## src/rtl/core/buck_feedforward_duty_slew_defines.svh

```systemverilog
// assertion macros shared by the rtl files
`ifndef BUCK_FEEDFORWARD_DUTY_SLEW_DEFINES_SVH
`define BUCK_FEEDFORWARD_DUTY_SLEW_DEFINES_SVH

`ifndef SYNTH

`define BFDS_ASSERT_IMP(lbl, clk, rstn, ante, cons) \
    lbl: assert property (@(posedge clk) disable iff (!rstn) (ante) |-> (cons)) \
        else $error("implication check failed");

`define BFDS_ASSERT_NXT(lbl, clk, rstn, ante, cons) \
    lbl: assert property (@(posedge clk) disable iff (!rstn) (ante) |=> (cons)) \
        else $error("next cycle check failed");

`else

`define BFDS_ASSERT_IMP(lbl, clk, rstn, ante, cons)

`define BFDS_ASSERT_NXT(lbl, clk, rstn, ante, cons)

`endif

`endif

```

## src/rtl/core/bfds_pkg.sv

```systemverilog
package bfds_pkg;

    localparam int SetWidth  = 16;
    localparam int VinWidth  = 16;
    localparam int DutyWidth = 8;
    localparam int TgtWidth  = 17;
    localparam int NumWidth  = DutyWidth + VinWidth;

    localparam logic [3:0] DropScale = 4'd10;

    localparam logic [1:0] ModeFixed = 2'd0;
    localparam logic [1:0] ModeOff   = 2'd1;
    localparam logic [1:0] ModeAuto  = 2'd2;

    localparam logic RegMode   = 1'b0;
    localparam logic RegAmount = 1'b1;

    typedef struct packed {
        logic [1:0] mode;
        logic [7:0] amount;
    } cfg_t;

    typedef struct packed {
        logic busy;
        logic done;
    } div_status_t;

endpackage

```

## src/rtl/core/bfds_if.sv

```systemverilog
interface bfds_in_if;
    logic        valid;
    logic        ready;
    logic [15:0] set_voltage;
    logic [15:0] input_voltage;

    modport source (output valid, output set_voltage, output input_voltage, input ready);
    modport sink (input valid, input set_voltage, input input_voltage, output ready);
endinterface

interface bfds_out_if;
    logic       valid;
    logic       ready;
    logic [7:0] duty;

    modport source (output valid, output duty, input ready);
    modport sink (input valid, input duty, output ready);
endinterface

```

## src/rtl/core/bfds_regs.sv

```systemverilog
module bfds_regs (
    input  logic               clk,
    input  logic               rst_n,
    input  logic               psel,
    input  logic               penable,
    input  logic               pwrite,
    input  logic [2:0]         paddr,
    input  logic [31:0]        pwdata,
    output logic [31:0]        prdata,
    output logic               pready,
    output bfds_pkg::cfg_t     cfg
);

    logic [1:0] mode_reg;
    logic [7:0] amount_reg;
    logic       wr_en;

    // low address bits select a byte within the word and are ignored
    assign wr_en  = psel && penable && pwrite;
    assign pready = 1'b1;

    always_ff @(posedge clk or negedge rst_n)
    begin
        if (!rst_n)
        begin
            mode_reg   <= bfds_pkg::ModeOff;
            amount_reg <= 8'd0;
        end
        else if (wr_en)
        begin
            unique case (paddr[2])
                bfds_pkg::RegMode:   mode_reg   <= pwdata[1:0];
                bfds_pkg::RegAmount: amount_reg <= pwdata[7:0];
                default:             mode_reg   <= mode_reg;
            endcase
        end
    end

    always_comb
    begin
        unique case (paddr[2])
            bfds_pkg::RegMode:   prdata = {30'd0, mode_reg};
            bfds_pkg::RegAmount: prdata = {24'd0, amount_reg};
            default:             prdata = 32'd0;
        endcase
    end

    assign cfg.mode   = mode_reg;
    assign cfg.amount = amount_reg;

endmodule

```

## src/rtl/core/bfds_div.sv

```systemverilog
`include "buck_feedforward_duty_slew_defines.svh"

module bfds_div (
    input  logic                               clk,
    input  logic                               rst_n,
    input  logic                               start,
    input  logic [bfds_pkg::NumWidth-1:0]      num,
    input  logic [bfds_pkg::VinWidth-1:0]      den,
    output logic [bfds_pkg::DutyWidth-1:0]     quo,
    output bfds_pkg::div_status_t              sts
);

    localparam int QW = bfds_pkg::DutyWidth;
    localparam int DW = bfds_pkg::VinWidth;
    localparam logic [2:0] LastStep = 3'(QW - 1);

    logic [DW-1:0] rem_reg;
    logic [QW-1:0] low_reg;
    logic [QW-1:0] quo_reg;
    logic [2:0]    cnt_reg;
    logic          busy_reg;
    logic          done_reg;

    logic [DW:0]   trial;
    logic [DW:0]   diff;
    logic          ge;

    // one restoring step per cycle; caller guarantees quotient fits QW bits
    assign trial = {rem_reg, low_reg[QW-1]};
    assign diff  = trial - {1'b0, den};
    assign ge    = trial >= {1'b0, den};

    always_ff @(posedge clk or negedge rst_n)
    begin
        if (!rst_n)
        begin
            busy_reg <= 1'b0;
            done_reg <= 1'b0;
            cnt_reg  <= 3'd0;
        end
        else
        begin
            done_reg <= 1'b0;
            if (start)
            begin
                busy_reg <= 1'b1;
                cnt_reg  <= 3'd0;
            end
            else if (busy_reg)
            begin
                cnt_reg <= cnt_reg + 3'd1;
                if (cnt_reg == LastStep)
                begin
                    busy_reg <= 1'b0;
                    done_reg <= 1'b1;
                end
            end
        end
    end

    always_ff @(posedge clk)
    begin
        if (start)
        begin
            rem_reg <= num[bfds_pkg::NumWidth-1:QW];
            low_reg <= num[QW-1:0];
            quo_reg <= '0;
        end
        else if (busy_reg)
        begin
            rem_reg <= ge ? diff[DW-1:0] : trial[DW-1:0];
            low_reg <= {low_reg[QW-2:0], 1'b0};
            quo_reg <= {quo_reg[QW-2:0], ge};
        end
    end

    assign quo      = quo_reg;
    assign sts.busy = busy_reg;
    assign sts.done = done_reg;

    `BFDS_ASSERT_NXT(a_start_busy, clk, rst_n, start, busy_reg)
    `BFDS_ASSERT_IMP(a_done_idle, clk, rst_n, done_reg, !busy_reg)
    `BFDS_ASSERT_NXT(a_busy_holds, clk, rst_n, busy_reg && cnt_reg != LastStep && !start, busy_reg)

endmodule

```

## src/rtl/core/buck_feedforward_duty_slew.sv

```systemverilog
// Feed-forward buck duty with slew limit. Each item carries a setpoint and an input
// voltage reading; the block forms target = setpoint + 10 * drop_amount and, in fixed
// headroom mode with the input above target, a wanted duty of PWM_MAX * target / input
// (truncated), else PWM_MAX. The emitted duty moves at most one count per item toward
// the wanted duty. An item that needs the division passes through the target, multiply,
// divide, slew and output states, the 8-step restoring divider forming the quotient one
// bit per cycle in the divide state; an item that needs no division skips that state.
// The block is not ready again until the result has been taken.
`include "buck_feedforward_duty_slew_defines.svh"

module buck_feedforward_duty_slew #(
    parameter int PWM_MAX = 255
) (
    input  logic        clk,
    input  logic        rst_n,
    bfds_in_if.sink     in_ch,
    bfds_out_if.source  out_ch,
    input  logic        psel,
    input  logic        penable,
    input  logic        pwrite,
    input  logic [2:0]  paddr,
    input  logic [31:0] pwdata,
    output logic [31:0] prdata,
    output logic        pready
);

    localparam logic [7:0] PwmMax = 8'(PWM_MAX);

    typedef enum logic [5:0] {
        S_IDLE = 6'b000001,
        S_TGT  = 6'b000010,
        S_MUL  = 6'b000100,
        S_DIV  = 6'b001000,
        S_SLEW = 6'b010000,
        S_OUT  = 6'b100000
    } state_t;

    state_t state_reg, state_next;

    bfds_pkg::cfg_t        cfg;
    bfds_pkg::div_status_t div_sts;

    logic [bfds_pkg::SetWidth-1:0]  setv_reg;
    logic [bfds_pkg::VinWidth-1:0]  vin_reg;
    logic [bfds_pkg::TgtWidth-1:0]  target_reg;
    logic [bfds_pkg::NumWidth-1:0]  num_reg;
    logic [7:0]                     wanted_reg;
    logic [7:0]                     duty_reg;
    logic [7:0]                     quo;
    logic                           start_reg;
    logic                           do_div;
    logic                           in_acc;

    bfds_regs u_regs (
        .clk     (clk),
        .rst_n   (rst_n),
        .psel    (psel),
        .penable (penable),
        .pwrite  (pwrite),
        .paddr   (paddr),
        .pwdata  (pwdata),
        .prdata  (prdata),
        .pready  (pready),
        .cfg     (cfg)
    );

    bfds_div u_div (
        .clk   (clk),
        .rst_n (rst_n),
        .start (start_reg),
        .num   (num_reg),
        .den   (vin_reg),
        .quo   (quo),
        .sts   (div_sts)
    );

    assign in_acc = in_ch.valid && in_ch.ready;

    // unused mode code three falls back to fixed headroom
    assign do_div = (cfg.mode != bfds_pkg::ModeOff) && (cfg.mode != bfds_pkg::ModeAuto)
                    && ({1'b0, vin_reg} > target_reg);

    always_comb
    begin
        state_next = state_reg;
        unique case (state_reg)
            S_IDLE: if (in_ch.valid) state_next = S_TGT;
            S_TGT:  state_next = S_MUL;
            S_MUL:  state_next = do_div ? S_DIV : S_SLEW;
            S_DIV:  if (div_sts.done) state_next = S_SLEW;
            S_SLEW: state_next = S_OUT;
            S_OUT:  if (out_ch.ready) state_next = S_IDLE;
            default: state_next = S_IDLE;
        endcase
    end

    always_ff @(posedge clk or negedge rst_n)
    begin
        if (!rst_n)
        begin
            state_reg <= S_IDLE;
            duty_reg  <= 8'd0;
            start_reg <= 1'b0;
        end
        else
        begin
            state_reg <= state_next;
            start_reg <= (state_reg == S_MUL) && do_div;
            if (state_reg == S_SLEW)
            begin
                if (wanted_reg > duty_reg)
                    duty_reg <= duty_reg + 8'd1;
                else if (wanted_reg < duty_reg)
                    duty_reg <= duty_reg - 8'd1;
            end
        end
    end

    always_ff @(posedge clk)
    begin
        if (in_acc)
        begin
            setv_reg <= in_ch.set_voltage;
            vin_reg  <= in_ch.input_voltage;
        end
        if (state_reg == S_TGT)
            target_reg <= {1'b0, setv_reg}
                          + 17'(cfg.amount) * 17'(bfds_pkg::DropScale);
        if (state_reg == S_MUL)
        begin
            // when dividing, target is below the input here, so it fits the input width
            num_reg    <= 24'(PwmMax) * 24'(target_reg[bfds_pkg::VinWidth-1:0]);
            wanted_reg <= PwmMax;
        end
        if ((state_reg == S_DIV) && div_sts.done)
            wanted_reg <= quo;
    end

    assign in_ch.ready  = (state_reg == S_IDLE);
    assign out_ch.valid = (state_reg == S_OUT);
    assign out_ch.duty  = duty_reg;

    `BFDS_ASSERT_IMP(a_ready_excl, clk, rst_n, in_ch.ready, !out_ch.valid)
    `BFDS_ASSERT_IMP(a_done_in_div, clk, rst_n, div_sts.done, state_reg == S_DIV)
    `BFDS_ASSERT_IMP(a_busy_in_div, clk, rst_n, div_sts.busy, state_reg == S_DIV)
    `BFDS_ASSERT_IMP(a_wanted_range, clk, rst_n, state_reg == S_SLEW, wanted_reg <= PwmMax)
    `BFDS_ASSERT_NXT(a_slew_step, clk, rst_n, state_reg == S_SLEW,
        (8'(duty_reg - $past(duty_reg)) == 8'd0) || (8'(duty_reg - $past(duty_reg)) == 8'd1)
        || (8'(duty_reg - $past(duty_reg)) == 8'd255))

endmodule
```

## src/flat_wrapper.sv

```systemverilog
// flat-port wrapper written by rule: the top's interface ports become plain ports
module buck_feedforward_duty_slew_flat 
#(
    parameter int PWM_MAX = 255
)
  (clk, rst_n, psel, penable, pwrite, paddr, pwdata, prdata, pready, in_ch_valid, in_ch_set_voltage, in_ch_input_voltage, in_ch_ready, out_ch_valid, out_ch_duty, out_ch_ready);
  bfds_in_if in_ch_i ();
  bfds_out_if out_ch_i ();
  input  logic clk;
  input  logic rst_n;
  input  logic psel;
  input  logic penable;
  input  logic pwrite;
  input  logic [2:0] paddr;
  input  logic [31:0] pwdata;
  output logic [31:0] prdata;
  output logic pready;
  input wire logic [$bits(in_ch_i.valid)-1:0] in_ch_valid;
  input wire logic [$bits(in_ch_i.set_voltage)-1:0] in_ch_set_voltage;
  input wire logic [$bits(in_ch_i.input_voltage)-1:0] in_ch_input_voltage;
  output wire logic [$bits(in_ch_i.ready)-1:0] in_ch_ready;
  output wire logic [$bits(out_ch_i.valid)-1:0] out_ch_valid;
  output wire logic [$bits(out_ch_i.duty)-1:0] out_ch_duty;
  input wire logic [$bits(out_ch_i.ready)-1:0] out_ch_ready;
  assign in_ch_i.valid = in_ch_valid;
  assign in_ch_i.set_voltage = in_ch_set_voltage;
  assign in_ch_i.input_voltage = in_ch_input_voltage;
  assign in_ch_ready = in_ch_i.ready;
  assign out_ch_valid = out_ch_i.valid;
  assign out_ch_duty = out_ch_i.duty;
  assign out_ch_i.ready = out_ch_ready;
  buck_feedforward_duty_slew #(.PWM_MAX(PWM_MAX)) u_core (.clk(clk), .rst_n(rst_n), .in_ch(in_ch_i), .out_ch(out_ch_i), .psel(psel), .penable(penable), .pwrite(pwrite), .paddr(paddr), .pwdata(pwdata), .prdata(prdata), .pready(pready));
endmodule
```

## config.mk

```make
export PLATFORM = sky130hd
export DESIGN_NAME = buck_feedforward_duty_slew_flat
export DESIGN_NICKNAME = d
export VERILOG_FILES = /design/src/rtl/core/bfds_pkg.sv /design/src/rtl/core/bfds_if.sv /design/src/rtl/core/bfds_regs.sv /design/src/rtl/core/bfds_div.sv /design/src/rtl/core/buck_feedforward_duty_slew.sv /design/src/flat_wrapper.sv
export VERILOG_INCLUDE_DIRS = /design/src /design/src/rtl/core
export SDC_FILE = /design/constraint.sdc
export NUM_CORES = 1
export LEC_CHECK = 0
export ABC_AREA = 1
export BUFFER_PORTS_ARGS = -buffer_cell sky130_fd_sc_hd__buf_2
export CAP_MARGIN = 10
export CORE_UTILIZATION = 50
export CTS_CLUSTER_DIAMETER = 150
export CTS_CLUSTER_SIZE = 12
export DETAILED_ROUTE_END_ITERATION = 8
export HOLD_SLACK_MARGIN = 0.12
export PLACE_DENSITY = 0.74
export REMOVE_ABC_BUFFERS = 1
export SLEW_MARGIN = 0
export SYNTH_ARGS = -nofsm -noshare
export SYNTH_HDL_FRONTEND = slang
export SYNTH_HIERARCHICAL = 1
export SYNTH_SLANG_ARGS = --single-unit
```

## constraint.sdc

```tcl
create_clock -name clk -period 7.8 [get_ports clk]
set_input_delay 1.56 -clock clk [delete_from_list [all_inputs] [get_ports clk]]
set_output_delay 1.56 -clock clk [all_outputs]
set_load 0.05 [all_outputs]
```

* Yosys cells after proc, flatten, opt, wreduce, memory -nomap -nowiden
Cells that the tools add are included.
W data, S select, Z words.
** Operators by class
- $add $sub $neg :: 5
- Multipliers :: 2
- Magnitude comparators :: 4
- Eq/ne operators :: 12
- Muxes and demuxes :: 23
- Bitwise operators :: 1
- Reduce and logical (&&, ||, !) cells :: 14
** Operators by type and width (count)
- $pmux W32 S2 :: 1
- $mux W16 :: 3
- $mux W8 :: 6
- $pmux W6 S6 :: 1
- $mul A8 B16 Y24 const A :: 1
- $mux W6 :: 3
- $add A16 B12 Y17 :: 1
- $ge A17 B16 Y1 :: 1
- $gt A16 B17 Y1 :: 1
- $sub A16 B16 Y16 :: 1
- $mul A8 B3 Y11 const B :: 1
- $add A8 B1 Y8 const B :: 1
- $gt A8 B8 Y1 :: 1
- $lt A8 B8 Y1 :: 1
- $sub A8 B1 Y8 const B :: 1
- $logic_and A1 B1 Y1 :: 7
- $eq A6 B1 Y1 const B :: 1
- $eq A6 B2 Y1 const B :: 1
- $eq A6 B3 Y1 const B :: 1
- $eq A6 B4 Y1 const B :: 1
- $eq A6 B5 Y1 const B :: 1
- $eq A6 B6 Y1 const B :: 1
- $mux W1 :: 6
- $mux W3 :: 2
- other kinds (9) :: 16
** Storage, ports and cells
- Register bits :: 143
- Bits of input ports :: 74
- Output and inout port bits :: 43
- Logic and storage cells :: 77

* Longest topological paths before layout
Gate-level depths: netlist of the first run.
- Word-level depth :: 5
- Depth in mapped cells :: 21
- Depth with buffers taken out :: 21

* Modules after synthesis
The synthesis of the first run kept the hierarchy.
** By module, submodules not included
- buck_feedforward_duty_slew :: instances 1, cells each 858, area an instance 8276.7 um2, seq. area each 2808.9 um2
- bfds_div :: instances 1, cells each 408, area an instance 2842.7 um2, seq. area each 1006.0 um2
- bfds_regs :: instances 1, cells each 93, area an instance 693.2 um2, seq. area each 251.5 um2

* Least setup slack after synthesis of the first run
OpenSTA, ideal clock, no wires.
- Path kind :: reg-to-reg
- Start point :: register u_core/target_reg[7] (netlist bit)
- End point :: register u_core/num_reg[14] (netlist bit), data pin
- Setup time :: 260 ps
- Arrival :: 3898 ps
- Data required time :: 7540 ps
- Setup slack :: 3642 ps
- Stages on the path, launching flop included :: 17
- Path buffers :: 0
- Period minus slack after synthesis :: 4158 ps
- Cell sequence :: edfxtp_1 > inv_1 > fa_1 > fa_1 > inv_1 > fa_1 > inv_1 > fa_1 > inv_1 > ha_1 > a21oi_1 > o21ai_1 > a21oi_2 > inv_2 > nand2_1 > nand2_1 > xor2_1
** Between the ends
- Cells in the longest elaborated chain, start to end :: 1
** Ends and longest elaborated chain
- start: declaration :: line buck_feedforward_duty_slew.sv:45 : logic [bfds_pkg::TgtWidth-1:0] target_reg;
- start signal: assignment :: line buck_feedforward_duty_slew.sv:127 : target_reg <= {1'b0, setv_reg}
- $mul A8 B16 Y24 :: line buck_feedforward_duty_slew.sv:132 : num_reg <= 24'(PwmMax) * 24'(target_reg[bfds_pkg::VinWidth-1:0]);
- end signal: assignment :: line buck_feedforward_duty_slew.sv:132
- end: declaration :: line buck_feedforward_duty_slew.sv:46 : logic [bfds_pkg::NumWidth-1:0] num_reg;
No other way between the ends.
A chain may end at the register's enable or synchronous reset.

* Worst setup path after layout of the first run
Ends and elaborated chain as after synthesis.

==> impl_metrics.toml, run 1 <==
[outcome]
status = "finished clean"

[worst_setup_path]
endpoint = "u_core/num_reg[14]$_DFFE_PN_"
cp.required_ns = 7.96
cp_data_arrival_time_ns = 4.71
crit_chain = "inv_1, fa_1, fa_1, inv_1, fa_1, inv_1, fa_1, inv_1, ha_1, a21oi_1, o21ai_1, a21oi_2, inv_2, nand2_1, nand2_1, xor2_1"
reg2regPathDepth = 16
reg2reg_from = "u_core/target_reg[7]$_DFFE_PP_"
r2r-end = "u_core/num_reg[14]$_DFFE_PN_"
critPathKind = "reg -> reg"
crit_path_end_kind = "flip-flop"
crit_slowest_cell = "fa_1"
worst-path-max-fanout = 5
critPathLaunch = "u_core/target_reg[7]$_DFFE_PP_"
start_kind = "flip-flop"
reg2reg_slack_ns = 3.25
path_depth = 16
path_buf_inv = 5
crit_family = "adder cells"
cpPeakStageDelay_ns = 0.57

[global_routing]
track_usage_pct = 21.1
gr-usage-met2_pct = 37.0
grt_pass1_wl_mm = 40.3
grtUsageMet3_pct = 3.11
grt.met1_usage_pct = 26.7
gr-max-usage-layer = "met2"
grt_max_degree = 33
globalRouteOverflowTotal = 0
antenna_found_initial = 0
grt_pass1_vias = 8724

[layout]
drive_gt1_share_pct = 9.85
stdcell_count = 1754
area_delta_synth_final_pct = 9.34
n_antenna_cell = 0
layout.nets = 1691
largest_reg_flops = 24

[timing]
final_max_slew_viol_count = 0
finalSetupTns_ns = 0
rsz0062_at_grt = "false"
min_period_ns = 4.55
period_share_pct = 58.3
clock.fmax_ghz = 0.220
tightest_slew_ns = 1.08
fin_ws_ns = 3.25
slew_headroom_pct = 28.1
skew_ns = 0.0154
setup_viol_count_final = 0
holdWs_ns = 0.427
hold_viol = 0

[placement]
gp_congestion = 0.925
numPortBuffers = 65
hpwl_mm = 19.2
place_ws_ns = 3.22
dp_cells = 1722

[floorplan]
dieArea_sq_um = 24200
dieWidth_microns = 156
io_pins = 117
fp.dieH_microns = 156
initial_core_util_pct = 51.5
rows = 55
core_sq_um = 22900

[drt]
route.vias.total = 8681
via_per_inst = 4.95
postRouteAntennaNets = 0
wl_per_cell_microns = 13.6
dr.pass1.iters = 5
wirelength_mm = 23.9
drc = 0
drt_iter0_markers = 468

[clocking]
h-tree-depth = 4
clk_pin_slew_ns = 0.07
clk_path_buf_depth = 2
cts_setup_buffers = 0
cts_tree = "yes"
hold_buffers = 0
cts_resized = 0
clock_latency_ns = 0.42
cts_sinks = 143
root_buffer = "clkbuf_16"
cts_buffers = 17

[synthesis]
synthCells = 1358
synth.avg_cell_area_sq_um = 8.69
synth_warnings = 6
syn-cell-area_sq_um = 11800

[min_path]
hp-class = "reg -> reg"

[flow_run]
cap_violations = 0
[layer usage]
metal,vias to the layer above,share of wire [%]
met2,151,49
met3,33,2.7
li1,4396,-
met4,0,2.1
met1,4101,46
met5,-,0
[through the flow]
step | utilization (%) | instance area, sq um
floorplan | - | 11600
global placement | 54.0 | 12400
detailed placement | 54.0 | 12400
CTS | 56.3 | 12900
global route | 56.3 | 12900
finish | 56.3 | 12900
[area by class of cell]
| type | instances | area, sq um |
|---|---|---|
| fill | 2019 | 10000 |
| timing repair buffer | 66 | 333 |
| multi-input combinational | 906 | 6470 |
| inverter | 294 | 1110 |
| clock buffer | 20 | 447 |
| clock inverter | 12 | 97.6 |
| tap | 313 | 392 |
| sequential | 143 | 4070 |
[worst min path at each step]
stage	from	to	slack [ns]	depth (start not counted)
2_1_floorplan	u_core/setv_reg[0]$_DFFE_PP_	u_core/target_reg[0]$_DFFE_PP_	0.40	0
5_1_grt	u_core/setv_reg[0]$_DFFE_PP_	u_core/target_reg[0]$_DFFE_PP_	0.44	0
3_5_place_dp	u_core/setv_reg[0]$_DFFE_PP_	u_core/target_reg[0]$_DFFE_PP_	0.41	0
6_report	u_core/setv_reg[0]$_DFFE_PP_	u_core/target_reg[0]$_DFFE_PP_	0.43	0
4_1_cts	u_core/setv_reg[0]$_DFFE_PP_	u_core/target_reg[0]$_DFFE_PP_	0.43	0
3_3_place_gp	u_core/setv_reg[0]$_DFFE_PP_	u_core/target_reg[0]$_DFFE_PP_	0.41	0
[cells in the final DEF (no fill, tap or decap), types with 5 or more instances in the layout]
master     instances
nand2_1          322
inv_1            287
ha_1             115
edfxtp_1         105
nand3_1           80
fa_1              74
buf_2             65
a21oi_1           53
nor2_1            53
dfrtp_1           28
xor2_1            25
conb_1            25
xnor2_1           24
nand4_1           21
o21ai_0           20
clkbuf_16         17
nand3b_1          17
o21ai_1            8
dfxtp_1            8
nand2_2            7
o22ai_1            6
nor2_4             5
nand3_2            5
nor3_1             5
inv_2              5
Power of run 1 is left out: the tool's default activity adds up to more than one toggle a clock period on the data nets, which glitch-free logic cannot reach.
==> run 2: changes to the inputs <==
==> constraint.sdc (replaced) <==
create_clock -name clk -period 4.2 [get_ports clk]
set_input_delay 0.84 -clock clk [delete_from_list [all_inputs] [get_ports clk]]
set_output_delay 0.84 -clock clk [all_outputs]
set_load 0.05 [all_outputs]
==> run 2 against run 1 <==
Worst setup slack got worse by 3.2 ns. Critical endpoint is now u_core/num_reg[23]$_DFFE_PN_. Critical path depth down 2. Worst hold slack improved by 0.013 ns. Largest cell class unchanged. Critical path type unchanged. Flip-flop and latch count stayed put. Via count grew 3.2%. Maximum frequency rose by 10%.
==> impl_metrics.toml, run 2 (synthesis gave the netlist of run 1 again) <==
[outcome]
status = "finished clean"

[clocking]
clk_pin_slew_ns = 0.07
cts_buffers = 17
clock_latency_ns = 0.43
root_buffer = "clkbuf_16"
cts_tree = "yes"
clk_path_buf_depth = 2
hold_buffers = 0
cts_sinks = 143
h-tree-depth = 4

[worst_setup_path]
cp_data_arrival_time_ns = 4.31
critPathKind = "reg -> reg"
crit_path_end_kind = "flip-flop"
worst-path-max-fanout = 4
start_kind = "flip-flop"
reg2reg_from = "u_core/target_reg[10]$_DFFE_PP_"
cp.required_ns = 4.39
critPathLaunch = "u_core/target_reg[10]$_DFFE_PP_"

[timing]
fin_ws_ns = 0.0777
holdWs_ns = 0.441
period_share_pct = 98.2
min_period_ns = 4.12
hold_viol = 0
tightest_slew_ns = 1.06
slew_headroom_pct = 29.5
finalSetupTns_ns = 0
skew_ns = 0.0105
clock.fmax_ghz = 0.243
rsz0062_at_grt = "true"
final_max_slew_viol_count = 0
setup_viol_count_final = 0

[drt]
route.vias.total = 8963
drt_iter0_markers = 407
via_per_inst = 4.94
wl_per_cell_microns = 13.7
drc = 0
postRouteAntennaNets = 0
wirelength_mm = 24.9
dr.pass1.iters = 7

[global_routing]
grt_pass1_vias = 8725
grt_max_degree = 33
globalRouteOverflowTotal = 0
grt_pass1_wl_mm = 40.0
antenna_found_initial = 0
track_usage_pct = 21.0

[placement]
hpwl_mm = 19.5
place_ws_ns = -0.147
gp_congestion = 0.924
numPortBuffers = 65

[floorplan]
fp.dieH_microns = 156
dieWidth_microns = 156
dieArea_sq_um = 24200
rows = 55
io_pins = 117
core_sq_um = 22900
initial_core_util_pct = 51.5

[layout]
layout.nets = 1752
n_antenna_cell = 0
drive_gt1_share_pct = 19.4
largest_reg_flops = 24
final_cell_mix = "nand2_1 (310), inv_1 (262), edfxtp_1 (105)"
area_delta_synth_final_pct = 17.3
mostFrequentLayoutCell = "nand2_1"

[min_path]
hp-class = "reg -> reg"
hp-start = "u_core/setv_reg[0]$_DFFE_PP_"

[flow_run]
cap_violations = 0
## run 2: stage by stage
stage	instance area (sq um)	cells	utilization [%]
floorplan	11600	1343	-
global placement	12700	1767	55.4
detailed placement	12700	1767	55.4
CTS	13500	1802	58.7
global route	13800	1815	60.4
finish	13800	1815	60.4
## run 2: cell type report
class                   count  area (sq um)
fillers                  1901          9070
inverters                 294          1110
clock buffers              18           429
flip-flops and latches    143          4070
multi-input cells         906          6900
repair buffers            127           825
well taps                 313           392
clock inverters            14           128
## run 2: path summary, 6_finish.rpt
check / endpoint / slack [ns] / cells past startpoint
max: u_core/num_reg[23]$_DFFE_PN_ / 0.08 / 14
min: u_core/target_reg[0]$_DFFE_PP_ / 0.44 / 0
max reg2reg: u_core/num_reg[23]$_DFFE_PN_ / 0.08 / 14
max in group asynchronous: u_core/u_regs/amount_reg[0]$_DFFE_PN0P_ / 3.27 / 1
min in group asynchronous: u_core/out_ch.duty[5]$_DFFE_PN0P_ / 0.45 / 1
min reg2reg: u_core/target_reg[0]$_DFFE_PP_ / 0.44 / 0
## run 2: critical path, cell delays in order, from the launching register on
cell      delay (ns)
edfxtp_1        0.48
fa_1            0.56
buf_6           0.15
fa_1            0.48
fa_1            0.49
inv_1           0.05
fa_1            0.50
inv_2           0.05
ha_4            0.30
nand2_4         0.07
buf_4           0.14
nor4_4          0.33
nand3_2         0.14
nand4_1         0.11
nand2_1         0.05
## run 2: metal layers
metal	wire length, microns	share of wire, %	GRT usage (%)
met5	0	0	0
met4	320	1.3	6.02
met3	879	3.5	3.61
met2	12600	50	37.0
met1	11100	45	26.6
## run 2: timing repair
item	CTS	global route
endpoints found under the setup margin	11	15
pin swaps	12	75
setup buffers	3	13
hold endpoints to repair	0	0
resized for setup	28	97
Power of run 2 is left out for the same reason.
